`src/rtl/ptwci_pkg.sv`:
```
package ptwci_pkg;

  // Field widths of the sample and result transfers
  localparam int unsigned TIME_BITS     = 10;
  localparam int unsigned SIGNAL_BITS   = 10;
  localparam int unsigned ACC_BITS      = 21;

  // Configuration port
  localparam int unsigned CFG_IDX_BITS  = 3;
  localparam int unsigned CFG_DATA_BITS = ACC_BITS;

  // Divider step counter
  localparam int unsigned DIV_CNT_BITS  = $clog2(ACC_BITS);

  // Register reset values
  localparam logic [TIME_BITS-1:0] WINDOW_HIGH_RST = TIME_BITS'(1023);
  localparam logic [ACC_BITS-1:0]  CLAMP_RST       = ACC_BITS'(1023);

  // Register indexes on the configuration port
  typedef enum logic [CFG_IDX_BITS-1:0] {
    CFG_WINDOW_LOW        = 3'd0,
    CFG_WINDOW_HIGH       = 3'd1,
    CFG_PEAK_MODE         = 3'd2,
    CFG_AVERAGE_MODE      = 3'd3,
    CFG_CLAMP_VALUE       = 3'd4,
    CFG_DISPLAY_THRESHOLD = 3'd5
  } cfg_idx_e;

  // Back end sequencer
  typedef enum logic [1:0] {
    BK_IDLE,
    BK_DIV,
    BK_OUT
  } back_state_e;

  typedef struct packed {
    logic [TIME_BITS-1:0] window_low;
    logic [TIME_BITS-1:0] window_high;
    logic                 peak_mode;
    logic                 average_mode;
    logic [ACC_BITS-1:0]  clamp_value;
    logic [ACC_BITS-1:0]  display_threshold;
  } cfg_t;

  typedef struct packed {
    logic [TIME_BITS-1:0]   time_bin;
    logic [SIGNAL_BITS-1:0] adc_signal;
    logic                   sample_valid;
    logic                   pad_end;
  } in_item_t;

  typedef struct packed {
    logic [ACC_BITS-1:0] pad_result;
    logic                above_threshold;
  } out_item_t;

  // Finished pad handed from front to back
  typedef struct packed {
    logic [ACC_BITS-1:0]  acc;
    logic                 div_en;   // sum mode with averaging
    logic                 win_inv;  // window low above window high
    logic [TIME_BITS-1:0] width;
  } pad_rec_t;

endpackage

```
`src/rtl/ptwci_front.sv`:
```
module ptwci_front import ptwci_pkg::*; (
  input  logic     clk_i,
  input  logic     rst_ni,
  input  cfg_t     cfg_i,
  input  logic     item_valid_i,
  output logic     item_ready_o,
  input  in_item_t item_i,
  output logic     rec_push_o,
  output pad_rec_t rec_o,
  input  logic     rec_full_i
);

  logic [ACC_BITS-1:0]    acc_q, acc_d;
  logic                   accept;
  logic [TIME_BITS-1:0]   width;
  logic                   in_win;
  logic                   half;
  logic [SIGNAL_BITS-1:0] add;
  logic [ACC_BITS:0]      sum;
  logic [ACC_BITS-1:0]    sum_sat;
  logic [ACC_BITS-1:0]    sig_ext;
  logic [ACC_BITS-1:0]    peak_val;
  logic [ACC_BITS-1:0]    acc_upd;

  assign item_ready_o = !rec_full_i;
  assign accept       = item_valid_i && !rec_full_i;

  // Window test and border weighting
  assign width  = cfg_i.window_high - cfg_i.window_low;
  assign in_win = (item_i.time_bin >= cfg_i.window_low) &&
                  (item_i.time_bin <= cfg_i.window_high);
  assign half   = !width[0] && ((item_i.time_bin == cfg_i.window_low) ||
                                (item_i.time_bin == cfg_i.window_high));
  assign add    = half ? (item_i.adc_signal >> 1) : item_i.adc_signal;

  // Saturating sum and running peak
  assign sum      = {1'b0, acc_q} + (ACC_BITS+1)'(add);
  assign sum_sat  = sum[ACC_BITS] ? {ACC_BITS{1'b1}} : sum[ACC_BITS-1:0];
  assign sig_ext  = ACC_BITS'(item_i.adc_signal);
  assign peak_val = (sig_ext > acc_q) ? sig_ext : acc_q;

  always_comb begin
    acc_upd = acc_q;
    if (item_i.sample_valid && in_win) begin
      acc_upd = cfg_i.peak_mode ? peak_val : sum_sat;
    end
  end

  // Pad record towards the back end
  assign rec_push_o    = accept && item_i.pad_end;
  assign rec_o.acc     = acc_upd;
  assign rec_o.div_en  = !cfg_i.peak_mode && cfg_i.average_mode;
  assign rec_o.win_inv = cfg_i.window_high < cfg_i.window_low;
  assign rec_o.width   = width;

  always_comb begin
    acc_d = acc_q;
    if (accept) begin
      acc_d = item_i.pad_end ? '0 : acc_upd;
    end
  end

  always_ff @(posedge clk_i or negedge rst_ni) begin
    if (!rst_ni) begin
      acc_q <= '0;
    end else begin
      acc_q <= acc_d;
    end
  end

endmodule

```
`src/rtl/ptwci_fifo.sv`:
```
module ptwci_fifo import ptwci_pkg::*; #(
  parameter int unsigned DEPTH = 2
) (
  input  logic     clk_i,
  input  logic     rst_ni,
  input  logic     push_i,
  input  pad_rec_t wdata_i,
  output logic     full_o,
  input  logic     pop_i,
  output pad_rec_t rdata_o,
  output logic     empty_o
);

  localparam int unsigned PTR_BITS = (DEPTH > 1) ? $clog2(DEPTH) : 1;
  localparam int unsigned CNT_BITS = $clog2(DEPTH + 1);

  pad_rec_t            mem_q [DEPTH];
  logic [PTR_BITS-1:0] wr_ptr_q, wr_ptr_d;
  logic [PTR_BITS-1:0] rd_ptr_q, rd_ptr_d;
  logic [CNT_BITS-1:0] cnt_q, cnt_d;
  logic                do_push, do_pop;

  assign full_o  = (cnt_q == CNT_BITS'(DEPTH));
  assign empty_o = (cnt_q == '0);
  assign do_push = push_i && !full_o;
  assign do_pop  = pop_i && !empty_o;
  assign rdata_o = mem_q[rd_ptr_q];

  // Pointer wrap and occupancy
  always_comb begin
    wr_ptr_d = wr_ptr_q;
    rd_ptr_d = rd_ptr_q;
    cnt_d    = cnt_q;
    if (do_push) begin
      wr_ptr_d = (wr_ptr_q == PTR_BITS'(DEPTH - 1)) ? '0 : wr_ptr_q + 1'b1;
    end
    if (do_pop) begin
      rd_ptr_d = (rd_ptr_q == PTR_BITS'(DEPTH - 1)) ? '0 : rd_ptr_q + 1'b1;
    end
    if (do_push && !do_pop) begin
      cnt_d = cnt_q + 1'b1;
    end else if (do_pop && !do_push) begin
      cnt_d = cnt_q - 1'b1;
    end
  end

  always_ff @(posedge clk_i or negedge rst_ni) begin
    if (!rst_ni) begin
      wr_ptr_q <= '0;
      rd_ptr_q <= '0;
      cnt_q    <= '0;
    end else begin
      wr_ptr_q <= wr_ptr_d;
      rd_ptr_q <= rd_ptr_d;
      cnt_q    <= cnt_d;
    end
  end

  // Entry storage
  always_ff @(posedge clk_i) begin
    if (do_push) begin
      mem_q[wr_ptr_q] <= wdata_i;
    end
  end

endmodule

```
`src/rtl/ptwci_back.sv`:
```
module ptwci_back import ptwci_pkg::*; (
  input  logic      clk_i,
  input  logic      rst_ni,
  input  cfg_t      cfg_i,
  input  pad_rec_t  rec_i,
  input  logic      rec_empty_i,
  output logic      rec_pop_o,
  output out_item_t result_o,
  output logic      empty_o,
  input  logic      pop_i
);

  back_state_e             state_q, state_d;
  logic [ACC_BITS-1:0]     quot_q, quot_d;
  logic [TIME_BITS-1:0]    rem_q, rem_d;
  logic [TIME_BITS-1:0]    den_q, den_d;
  logic [DIV_CNT_BITS-1:0] cnt_q, cnt_d;
  out_item_t               out_q, out_d;
  logic                    out_vld_q, out_vld_d;
  logic                    slot_free;
  logic                    need_div;
  logic [ACC_BITS-1:0]     direct_val;
  logic [TIME_BITS:0]      rem_sh;
  logic [TIME_BITS:0]      rem_diff;
  logic                    qbit;

  // Clamp and threshold compare of a finished value
  function automatic out_item_t finish(input logic [ACC_BITS-1:0] v,
                                       input logic [ACC_BITS-1:0] clamp,
                                       input logic [ACC_BITS-1:0] thr);
    out_item_t r;
    r.pad_result      = (v > clamp) ? clamp : v;
    r.above_threshold = (r.pad_result > thr);
    return r;
  endfunction

  assign empty_o   = !out_vld_q;
  assign result_o  = out_q;
  assign slot_free = !out_vld_q || pop_i;

  // Values that need no division
  assign need_div = rec_i.div_en && !rec_i.win_inv && (rec_i.width != '0);
  always_comb begin
    if (!rec_i.div_en) begin
      direct_val = rec_i.acc;
    end else if (rec_i.win_inv) begin
      direct_val = '0;
    end else begin
      direct_val = cfg_i.clamp_value;
    end
  end

  // Restoring divider step, one quotient bit a cycle
  assign rem_sh   = {rem_q, quot_q[ACC_BITS-1]};
  assign rem_diff = rem_sh - {1'b0, den_q};
  assign qbit     = (rem_sh >= {1'b0, den_q});

  always_comb begin
    state_d   = state_q;
    quot_d    = quot_q;
    rem_d     = rem_q;
    den_d     = den_q;
    cnt_d     = cnt_q;
    out_d     = out_q;
    out_vld_d = out_vld_q;
    rec_pop_o = 1'b0;
    if (out_vld_q && pop_i) begin
      out_vld_d = 1'b0;
    end
    unique case (state_q)
      BK_IDLE: begin
        if (!rec_empty_i) begin
          if (need_div) begin
            rec_pop_o = 1'b1;
            quot_d    = rec_i.acc;
            rem_d     = '0;
            den_d     = rec_i.width;
            cnt_d     = DIV_CNT_BITS'(ACC_BITS - 1);
            state_d   = BK_DIV;
          end else if (slot_free) begin
            rec_pop_o = 1'b1;
            out_d     = finish(direct_val, cfg_i.clamp_value, cfg_i.display_threshold);
            out_vld_d = 1'b1;
          end
        end
      end
      BK_DIV: begin
        rem_d  = qbit ? rem_diff[TIME_BITS-1:0] : rem_sh[TIME_BITS-1:0];
        quot_d = {quot_q[ACC_BITS-2:0], qbit};
        if (cnt_q == '0) begin
          state_d = BK_OUT;
        end else begin
          cnt_d = cnt_q - 1'b1;
        end
      end
      BK_OUT: begin
        if (slot_free) begin
          out_d     = finish(quot_q, cfg_i.clamp_value, cfg_i.display_threshold);
          out_vld_d = 1'b1;
          state_d   = BK_IDLE;
        end
      end
      default: begin
        state_d = BK_IDLE;
      end
    endcase
  end

  always_ff @(posedge clk_i or negedge rst_ni) begin
    if (!rst_ni) begin
      state_q   <= BK_IDLE;
      cnt_q     <= '0;
      out_vld_q <= 1'b0;
    end else begin
      state_q   <= state_d;
      cnt_q     <= cnt_d;
      out_vld_q <= out_vld_d;
    end
  end

  // Datapath registers
  always_ff @(posedge clk_i) begin
    quot_q <= quot_d;
    rem_q  <= rem_d;
    den_q  <= den_d;
    out_q  <= out_d;
  end

endmodule

```
`src/rtl/pad_time_window_charge_integrator_core.sv`:
```
// Channel    Handshake              Payload
// ---------  ---------------------  ------------------------------
// samples    push / full            item_i   (in_item_t)
// results    empty / pop            result_o (out_item_t)
// config     cfg_we_i, cfg_idx_i    cfg_wdata_i, no wait states
//
// A sample is taken whenever push is high and full is low.
// An accepted pad end is written into the pad queue. Averaged pads with
// a nonzero, non-inverted window then pass the back-end divider (one
// quotient bit a cycle) and BK_OUT; others go straight to the result register.
// full rises only when the pad queue holds QUEUE_DEPTH finished pads.
// Reset is asynchronous and leaves config registers at their defaults, accumulator 0.
module pad_time_window_charge_integrator_core import ptwci_pkg::*; #(
  parameter int unsigned QUEUE_DEPTH = 2
) (
  input  logic                     clk_i,
  input  logic                     rst_ni,
  input  logic                     cfg_we_i,
  input  logic [CFG_IDX_BITS-1:0]  cfg_idx_i,
  input  logic [CFG_DATA_BITS-1:0] cfg_wdata_i,
  input  logic                     push,
  output logic                     full,
  input  in_item_t                 item_i,
  output logic                     empty,
  input  logic                     pop,
  output out_item_t                result_o
);

  cfg_t     cfg_q;
  pad_rec_t rec_in, rec_out;
  logic     rec_push, rec_pop, rec_full, rec_empty;
  logic     item_ready;

  // Configuration registers
  always_ff @(posedge clk_i or negedge rst_ni) begin
    if (!rst_ni) begin
      cfg_q.window_low        <= '0;
      cfg_q.window_high       <= WINDOW_HIGH_RST;
      cfg_q.peak_mode         <= 1'b0;
      cfg_q.average_mode      <= 1'b0;
      cfg_q.clamp_value       <= CLAMP_RST;
      cfg_q.display_threshold <= '0;
    end else if (cfg_we_i) begin
      unique case (cfg_idx_e'(cfg_idx_i))
        CFG_WINDOW_LOW:        cfg_q.window_low        <= cfg_wdata_i[TIME_BITS-1:0];
        CFG_WINDOW_HIGH:       cfg_q.window_high       <= cfg_wdata_i[TIME_BITS-1:0];
        CFG_PEAK_MODE:         cfg_q.peak_mode         <= cfg_wdata_i[0];
        CFG_AVERAGE_MODE:      cfg_q.average_mode      <= cfg_wdata_i[0];
        CFG_CLAMP_VALUE:       cfg_q.clamp_value       <= cfg_wdata_i[ACC_BITS-1:0];
        CFG_DISPLAY_THRESHOLD: cfg_q.display_threshold <= cfg_wdata_i[ACC_BITS-1:0];
        default: begin
        end
      endcase
    end
  end

  // Sample intake and accumulation
  ptwci_front u_front (
    .clk_i        (clk_i),
    .rst_ni       (rst_ni),
    .cfg_i        (cfg_q),
    .item_valid_i (push),
    .item_ready_o (item_ready),
    .item_i       (item_i),
    .rec_push_o   (rec_push),
    .rec_o        (rec_in),
    .rec_full_i   (rec_full)
  );

  assign full = !item_ready;

  // Finished pads between front and back
  ptwci_fifo #(
    .DEPTH (QUEUE_DEPTH)
  ) u_fifo (
    .clk_i   (clk_i),
    .rst_ni  (rst_ni),
    .push_i  (rec_push),
    .wdata_i (rec_in),
    .full_o  (rec_full),
    .pop_i   (rec_pop),
    .rdata_o (rec_out),
    .empty_o (rec_empty)
  );

  // Averaging, clamp and threshold
  ptwci_back u_back (
    .clk_i       (clk_i),
    .rst_ni      (rst_ni),
    .cfg_i       (cfg_q),
    .rec_i       (rec_out),
    .rec_empty_i (rec_empty),
    .rec_pop_o   (rec_pop),
    .result_o    (result_o),
    .empty_o     (empty),
    .pop_i       (pop)
  );

  // Checks
  a_visible_nonzero: assert property (@(posedge clk_i) disable iff (!rst_ni)
    (!empty && result_o.above_threshold) |-> (result_o.pad_result != '0))
    else $error("visible pad with zero result");

  a_rec_push_src: assert property (@(posedge clk_i) disable iff (!rst_ni)
    rec_push |-> (push && !full && item_i.pad_end))
    else $error("pad record queued without an accepted pad end");

  a_rec_pop_src: assert property (@(posedge clk_i) disable iff (!rst_ni)
    rec_pop |-> !rec_empty)
    else $error("pad record taken from an empty queue");

  a_full_no_push: assert property (@(posedge clk_i) disable iff (!rst_ni)
    rec_full |-> !rec_push)
    else $error("pad record queued while queue full");

endmodule

```
`config.mk`:
```
export PLATFORM = sky130hd
export DESIGN_NAME = pad_time_window_charge_integrator_core
export DESIGN_NICKNAME = d
export VERILOG_FILES = /design/src/rtl/ptwci_pkg.sv /design/src/rtl/ptwci_front.sv /design/src/rtl/ptwci_fifo.sv /design/src/rtl/ptwci_back.sv /design/src/rtl/pad_time_window_charge_integrator_core.sv
export SDC_FILE = /design/constraint.sdc
export NUM_CORES = 1
export LEC_CHECK = 0
export ABC_AREA = 1
export BUFFER_PORTS_ARGS = -buffer_cell sky130_fd_sc_hd__buf_2
export CAP_MARGIN = 20
export CORE_MARGIN = 2
export CORE_UTILIZATION = 55
export DETAILED_ROUTE_END_ITERATION = 16
export GPL_TIMING_DRIVEN = 0
export HOLD_SLACK_MARGIN = 0.06
export PLACE_DENSITY = 0.82
export RECOVER_POWER = 25
export SKIP_LAST_GASP = 1
export SLEW_MARGIN = 20
export SYNTH_ARGS = -nofsm -noshare
export SYNTH_HDL_FRONTEND = slang
export SYNTH_SLANG_ARGS = --single-unit
```
`constraint.sdc`:
```
create_clock -name clk_i -period 4.3 [get_ports clk_i]
set_input_delay 0.43 -clock clk_i [delete_from_list [all_inputs] [get_ports clk_i]]
set_output_delay 0.43 -clock clk_i [all_outputs]
set_load 0.05 [all_outputs]
```
# == Yosys cells after proc, flatten, opt, wreduce, memory -nomap -nowiden ==
# Memory sizes are Yosys's and may differ from the RTL's.
# Cells that the tools add are included.
# totals
out_inout_bits,24
ram_bits,66
n_memories,1
regBits,160
elab_cells,142
# mem_list
name,words,word_bits,read_ports,rd_ports_with_merged_regs,write_ports,line,source
u_fifo.mem_q,2,33,1,0,1,ptwci_fifo.sv:17,pad_rec_t mem_q [DEPTH];
# op_classes
eq_ne,17
n_addsub,8
n_reduce_logical,42
n_mux,46
bitwise,1
n_lt_le_gt_ge,9
# op_table
operator,n
$mux 21,11
$mux 22,4
$gt 21x21->1,4
$pmux 22 s2,1
$pmux 21 s2,1
$mux 10,4
$add 21x10->22,1
$gt 10x21->1,1
$eq 10x10->1,2
$pmux 10 s2,1
$sub 10x10->10,2
$mux 5,3
$logic_and 1x1->1,13
$mux 1,12
$mux 2,6
$reduce_and 2->1,6
$ge 11x10->1,1
$ge 10x10->1,1
$le 10x10->1,1
$lt 10x10->1,1
$pmux 5 s2,1
$reduce_bool 10->1,1
$logic_not 1->1,8
$ne 2x1->1 const B,4
21 further kinds,33

# == Longest topological paths before layout ==
# An unclocked memory read counts as a cell.
# depth
depth_word,11
mapped_depth,27

# == Hierarchy ==
# Synthesis repeated with hierarchy kept, for this count alone.
# unflattened
hier_cells,2117
area_unflattened_um2,16235.6
# modules_own_cells
mod,instances,cells_per_inst,area_per_inst_um2
ptwci_back,1,906,6962.9
ptwci_front,1,717,4065.1
ptwci_fifo,1,204,2641.3
pad_time_window_charge_integrator_core,1,290,2566.2

# == Worst setup path before layout ==
# Ideal clock, no wire load.
# synth_timing
path_type,register to register
startpoint,register u_fifo.rd_ptr_q
endpoint,"register u_back.out_q, in the netlist u_back.result_o[0] (data pin)"
required_ns,4.046
path_stages_with_launch,25
setup_time_ns,0.254
t_arrival_ns,3.404
period_less_slack_ns,3.657
setup_slack_ns,0.643
path_cell_list,dfrtp_1 -> buf_6 -> inv_2 -> nand2_1 -> nand2_1 -> clkbuf_1 -> o22ai_1 -> ha_1 -> nand2_1 -> nor2_1 -> nand4_1 -> nor3_1 -> nand2_1 -> nand3_2 -> buf_2 -> nand3_1 -> and2_1 -> ha_1 -> a21o_1 -> o21ai_0 -> a21boi_0 -> o211ai_1 -> nand3_1 -> nand2_1 -> nand2_1
# synth_lines
element,line,source
from (decl),ptwci_fifo.sv:19,"logic [PTR_BITS-1:0] rd_ptr_q, rd_ptr_d;"
from (signal assigned),ptwci_fifo.sv:54,rd_ptr_q <= rd_ptr_d;
to (signal assigned),ptwci_back.sv:126,out_q <= out_d;
to (decl),ptwci_back.sv:18,"out_item_t out_q, out_d;"

==> metrics.txt <==
cts bufs inserted 24; R2R Setup Slk 0.15 ns; Antenna Cells 0; Seq pwr share 26.6%; gpl congestion 0.946; Vias 13.7k; Relative slew margins -94.4%; XOR/XNOR Fraction of Synth Area 1.36%; fillers 2334; Syn-to-layout area delta 13.2%; Initial Util 55.8%; port buffer count 74; Netlist cell types 54; first-pass GRT wire length 63.2 mm; clock latency on the worst-skew pair 0.52 ns; crit path from u_fifo.rd_ptr_q; r2r startpoint u_fifo.rd_ptr_q; routed wl met2 18.5 mm; worst slew pin tran 2.92 ns; Setup crit start kind flop; Worst Clk Skew 0.0126 ns; f_max 241 MHz; top_reg_cell synth edfxtp_1; M1 WL 17.3 mm; required time of the critical path 4.57 ns; Reg clk slew, reported paths 0.06 ns; die area 29500 um2; placed cell count 2422; fin util 63.2%; Switching Share 46.6%; Sw Pwr 6.37 mW; met3 WL post-DR 2.70 mm; largest family of logic cells by synthesized area simple AND/OR/NAND/NOR gates; grt total ovfl 0; CTS tree done; Gate power share 58.9%; Pint 7.30 mW; # clock sinks 226; Clock Path Buffers 3; setup ws final 0.148 ns; Final #Nets 2277; I/O pins 75; Synth Area in Compound Gates 9.61%; Tot Pwr 13.7 mW; share of cells above drive strength 1 12.5%; crit path capture type flop; Detailed Route WL 39.9 mm; post-synthesis register bit count 226; Post-synth EDFFs 129; Initial DRC Count 1377; Root Buffer clkbuf_16; crit path max fanout 10; adder-cell share of the synthesized area 12.3%; Global Route Usage Sum 26.9%; net count after synthesis 2166; number of remaining DRC errors 0; hold depth 3; fin crit period 4.15 ns; reg2reg path depth 27; Die Height 172 um; Mapped Avg Cell Area 7.87 um2; final setup fails 0; worst reg2reg endpoint u_back.result_o[0]; CP Class reg2reg; DR vias/cell 5.53; Arr. time, crit path 4.42 ns; HP Class in2reg; Gate Count Post-Synth 1965; sequential cell area 6330 um2; simple-gate share of the synthesized area 26.7%; ys async rst share 42.9%; Max Used Layer met4; vias in the first global route 13.0k; DP HPWL 30.9 mm; worst IR drop on VDD 0.000449 V; final-report hold violation count 0; Placeable Area 27700 um2; synthesized area 15500 um2; Multi-input gate area 7940 um2; Max Cap Viol 1; pwr dens 781 nW/um2; status finished, violations left; crit share post-route 96.5%; Clock power frac 14.4%; DR pass1 iterations 5; cell row count 61; initial antenna violation count 2; failing checks max-capacitance violations, max-slew violations; largest net degree at the start of global routing 51; synth warn 0; Final Non-Filler Cells 2472; DR WL/cell 16.1 um; DRT antenna net count 0; crit path capture u_back.result_o[0]; pre-CTS setup slack -0.213 ns; H-tree depth 1; Seq/Total Area, Yosys 40.9%; Max Slew Vio Count 48; static leakage 8.54 nW; Die W 172 um; mux contribution to synthesized area 0.0647%
-- worst max-delay path, cell delays in order, from the launching register on --
cell	delay, ns
dfrtp_1	0.34
buf_6	0.14
buf_6	0.16
buf_6	0.15
nand2_1	0.06
o21ai_1	0.18
inv_1	0.12
o22ai_1	0.26
ha_1	0.30
nand2_1	0.06
o21ai_0	0.14
nand2_1	0.10
nand3_1	0.07
nand2_1	0.11
nand3_4	0.12
nand2_2	0.11
buf_6	0.13
nand2_1	0.08
and2_1	0.15
ha_1	0.31
nand2_2	0.12
nor2_1	0.07
a211oi_2	0.24
nor2_1	0.07
o21ai_1	0.12
nand3_1	0.08
nand2_1	0.06
nand2_1	0.05
-- logic make-up (layout without fill, tap and decap cells) --
group	after synthesis	in the layout
buffers and inverters	354	483
XOR/XNOR	24	24
multiplexers	1	1
AO/OA/AOI/OAI	277	277
adder cells (fa/ha/maj)	150	150
flip-flops	226	226
AND/OR/NAND/NOR	933	933
-- cell usage after synthesis, types with 23 or more instances --
library cell	n	area share (%)
nor2_1	99	2.4
and2_1	40	1.6
nand2_2	23	0.93
inv_1	285	6.9
edfxtp_1	129	25
ha_1	147	12
nand3_1	151	4.9
dfrtp_1	77	12
nand4_1	30	1.2
clkbuf_1	35	0.85
o21ai_0	139	4.5
a21oi_1	75	2.4
nand2_1	543	13
-- cell type report --
class / count / share of cell area (%)
inverters: 292 / 6.27
clock buffers: 31 / 3.70
clock inverters: 13 / 0.586
well taps: 378 / 2.70
repair buffers: 85 / 3.05
multi-input cells: 1385 / 45.4
plain buffers: 62 / 2.19
flip-flops and latches: 226 / 36.1
-- how the worst min path moves through the flow --
stage          slack [ns]       startpoint   endpoint
6_report             0.17  cfg_wdata_i[14]  cfg_q[14]
5_1_grt              0.18  cfg_wdata_i[16]  cfg_q[16]
4_1_cts              0.16  cfg_wdata_i[18]  cfg_q[39]
3_5_place_dp         0.40           rst_ni  cfg_q[38]
3_3_place_gp         0.47        cfg_q[16]  cfg_q[16]
2_1_floorplan        0.13           rst_ni   cfg_q[0]
-- layer usage --
layer	GRT usage (%)	vias to the layer above
met5	0	-
met4	9.62	0
met1	35.9	6358
met2	45.3	540
met3	3.04	96
li1	-	6682
-- power by group through the flow --
stage / sequential, mW / combinational, mW / clock [mW]
final: 3.64 / 8.06 / 1.97
after global routing: 3.70 / 9.00 / 2.07
after CTS: 3.64 / 7.59 / 1.99
after detailed placement: 3.67 / 7.49 / 0
after global placement: 3.67 / 7.08 / 0
after floorplan: 3.99 / 5.17 / 0
-- sequential cells by signal, summed over array words and instances (netlist names) --
register	count
u_fifo.mem_q	66
u_back.rem_q	10
u_fifo.cnt_q	2
u_back.out_vld_q	1
cfg_q	64
u_back.state_q	2
u_back.result_o	22
u_front.acc_q	21
u_back.den_q	10
u_fifo.wr_ptr_q	1
u_back.cnt_q	5
u_fifo.rd_ptr_q	1
u_back.quot_q	21
-- per-stage QoR --
| stage | TNS, ns | cell area [um2] | hold WS, ns |
|---|---|---|---|
| after floorplan | 0 | 15500 | 0.134 |
| after global routing | -0.0908 | 17500 | 0.178 |
| final | 0 | 17500 | 0.173 |
| after CTS | 0 | 17300 | 0.165 |
| after global placement | -0.223 | 16300 | 0.469 |
| after detailed placement | -0.213 | 16500 | 0.398 |
-- placed cells by master (no fill, tap or decap), types with 70 or more instances in the layout --
cell and instances:
a21oi_1 70, buf_2 84, dfrtp_1 77, edfxtp_1 129, ha_1 145, inv_1 285
nand2_1 538, nand3_1 149, nor2_1 96, o21ai_0 132
-- what timing repair did --
item	CTS	global route
resized for setup	9	72
hold buffers	1	0
hold endpoints to repair	41	0
pin swaps	2	11
setup endpoints to repair	1	1
setup buffers	0	3
cloned	0	2
Power figures use the tool's default switching activity.
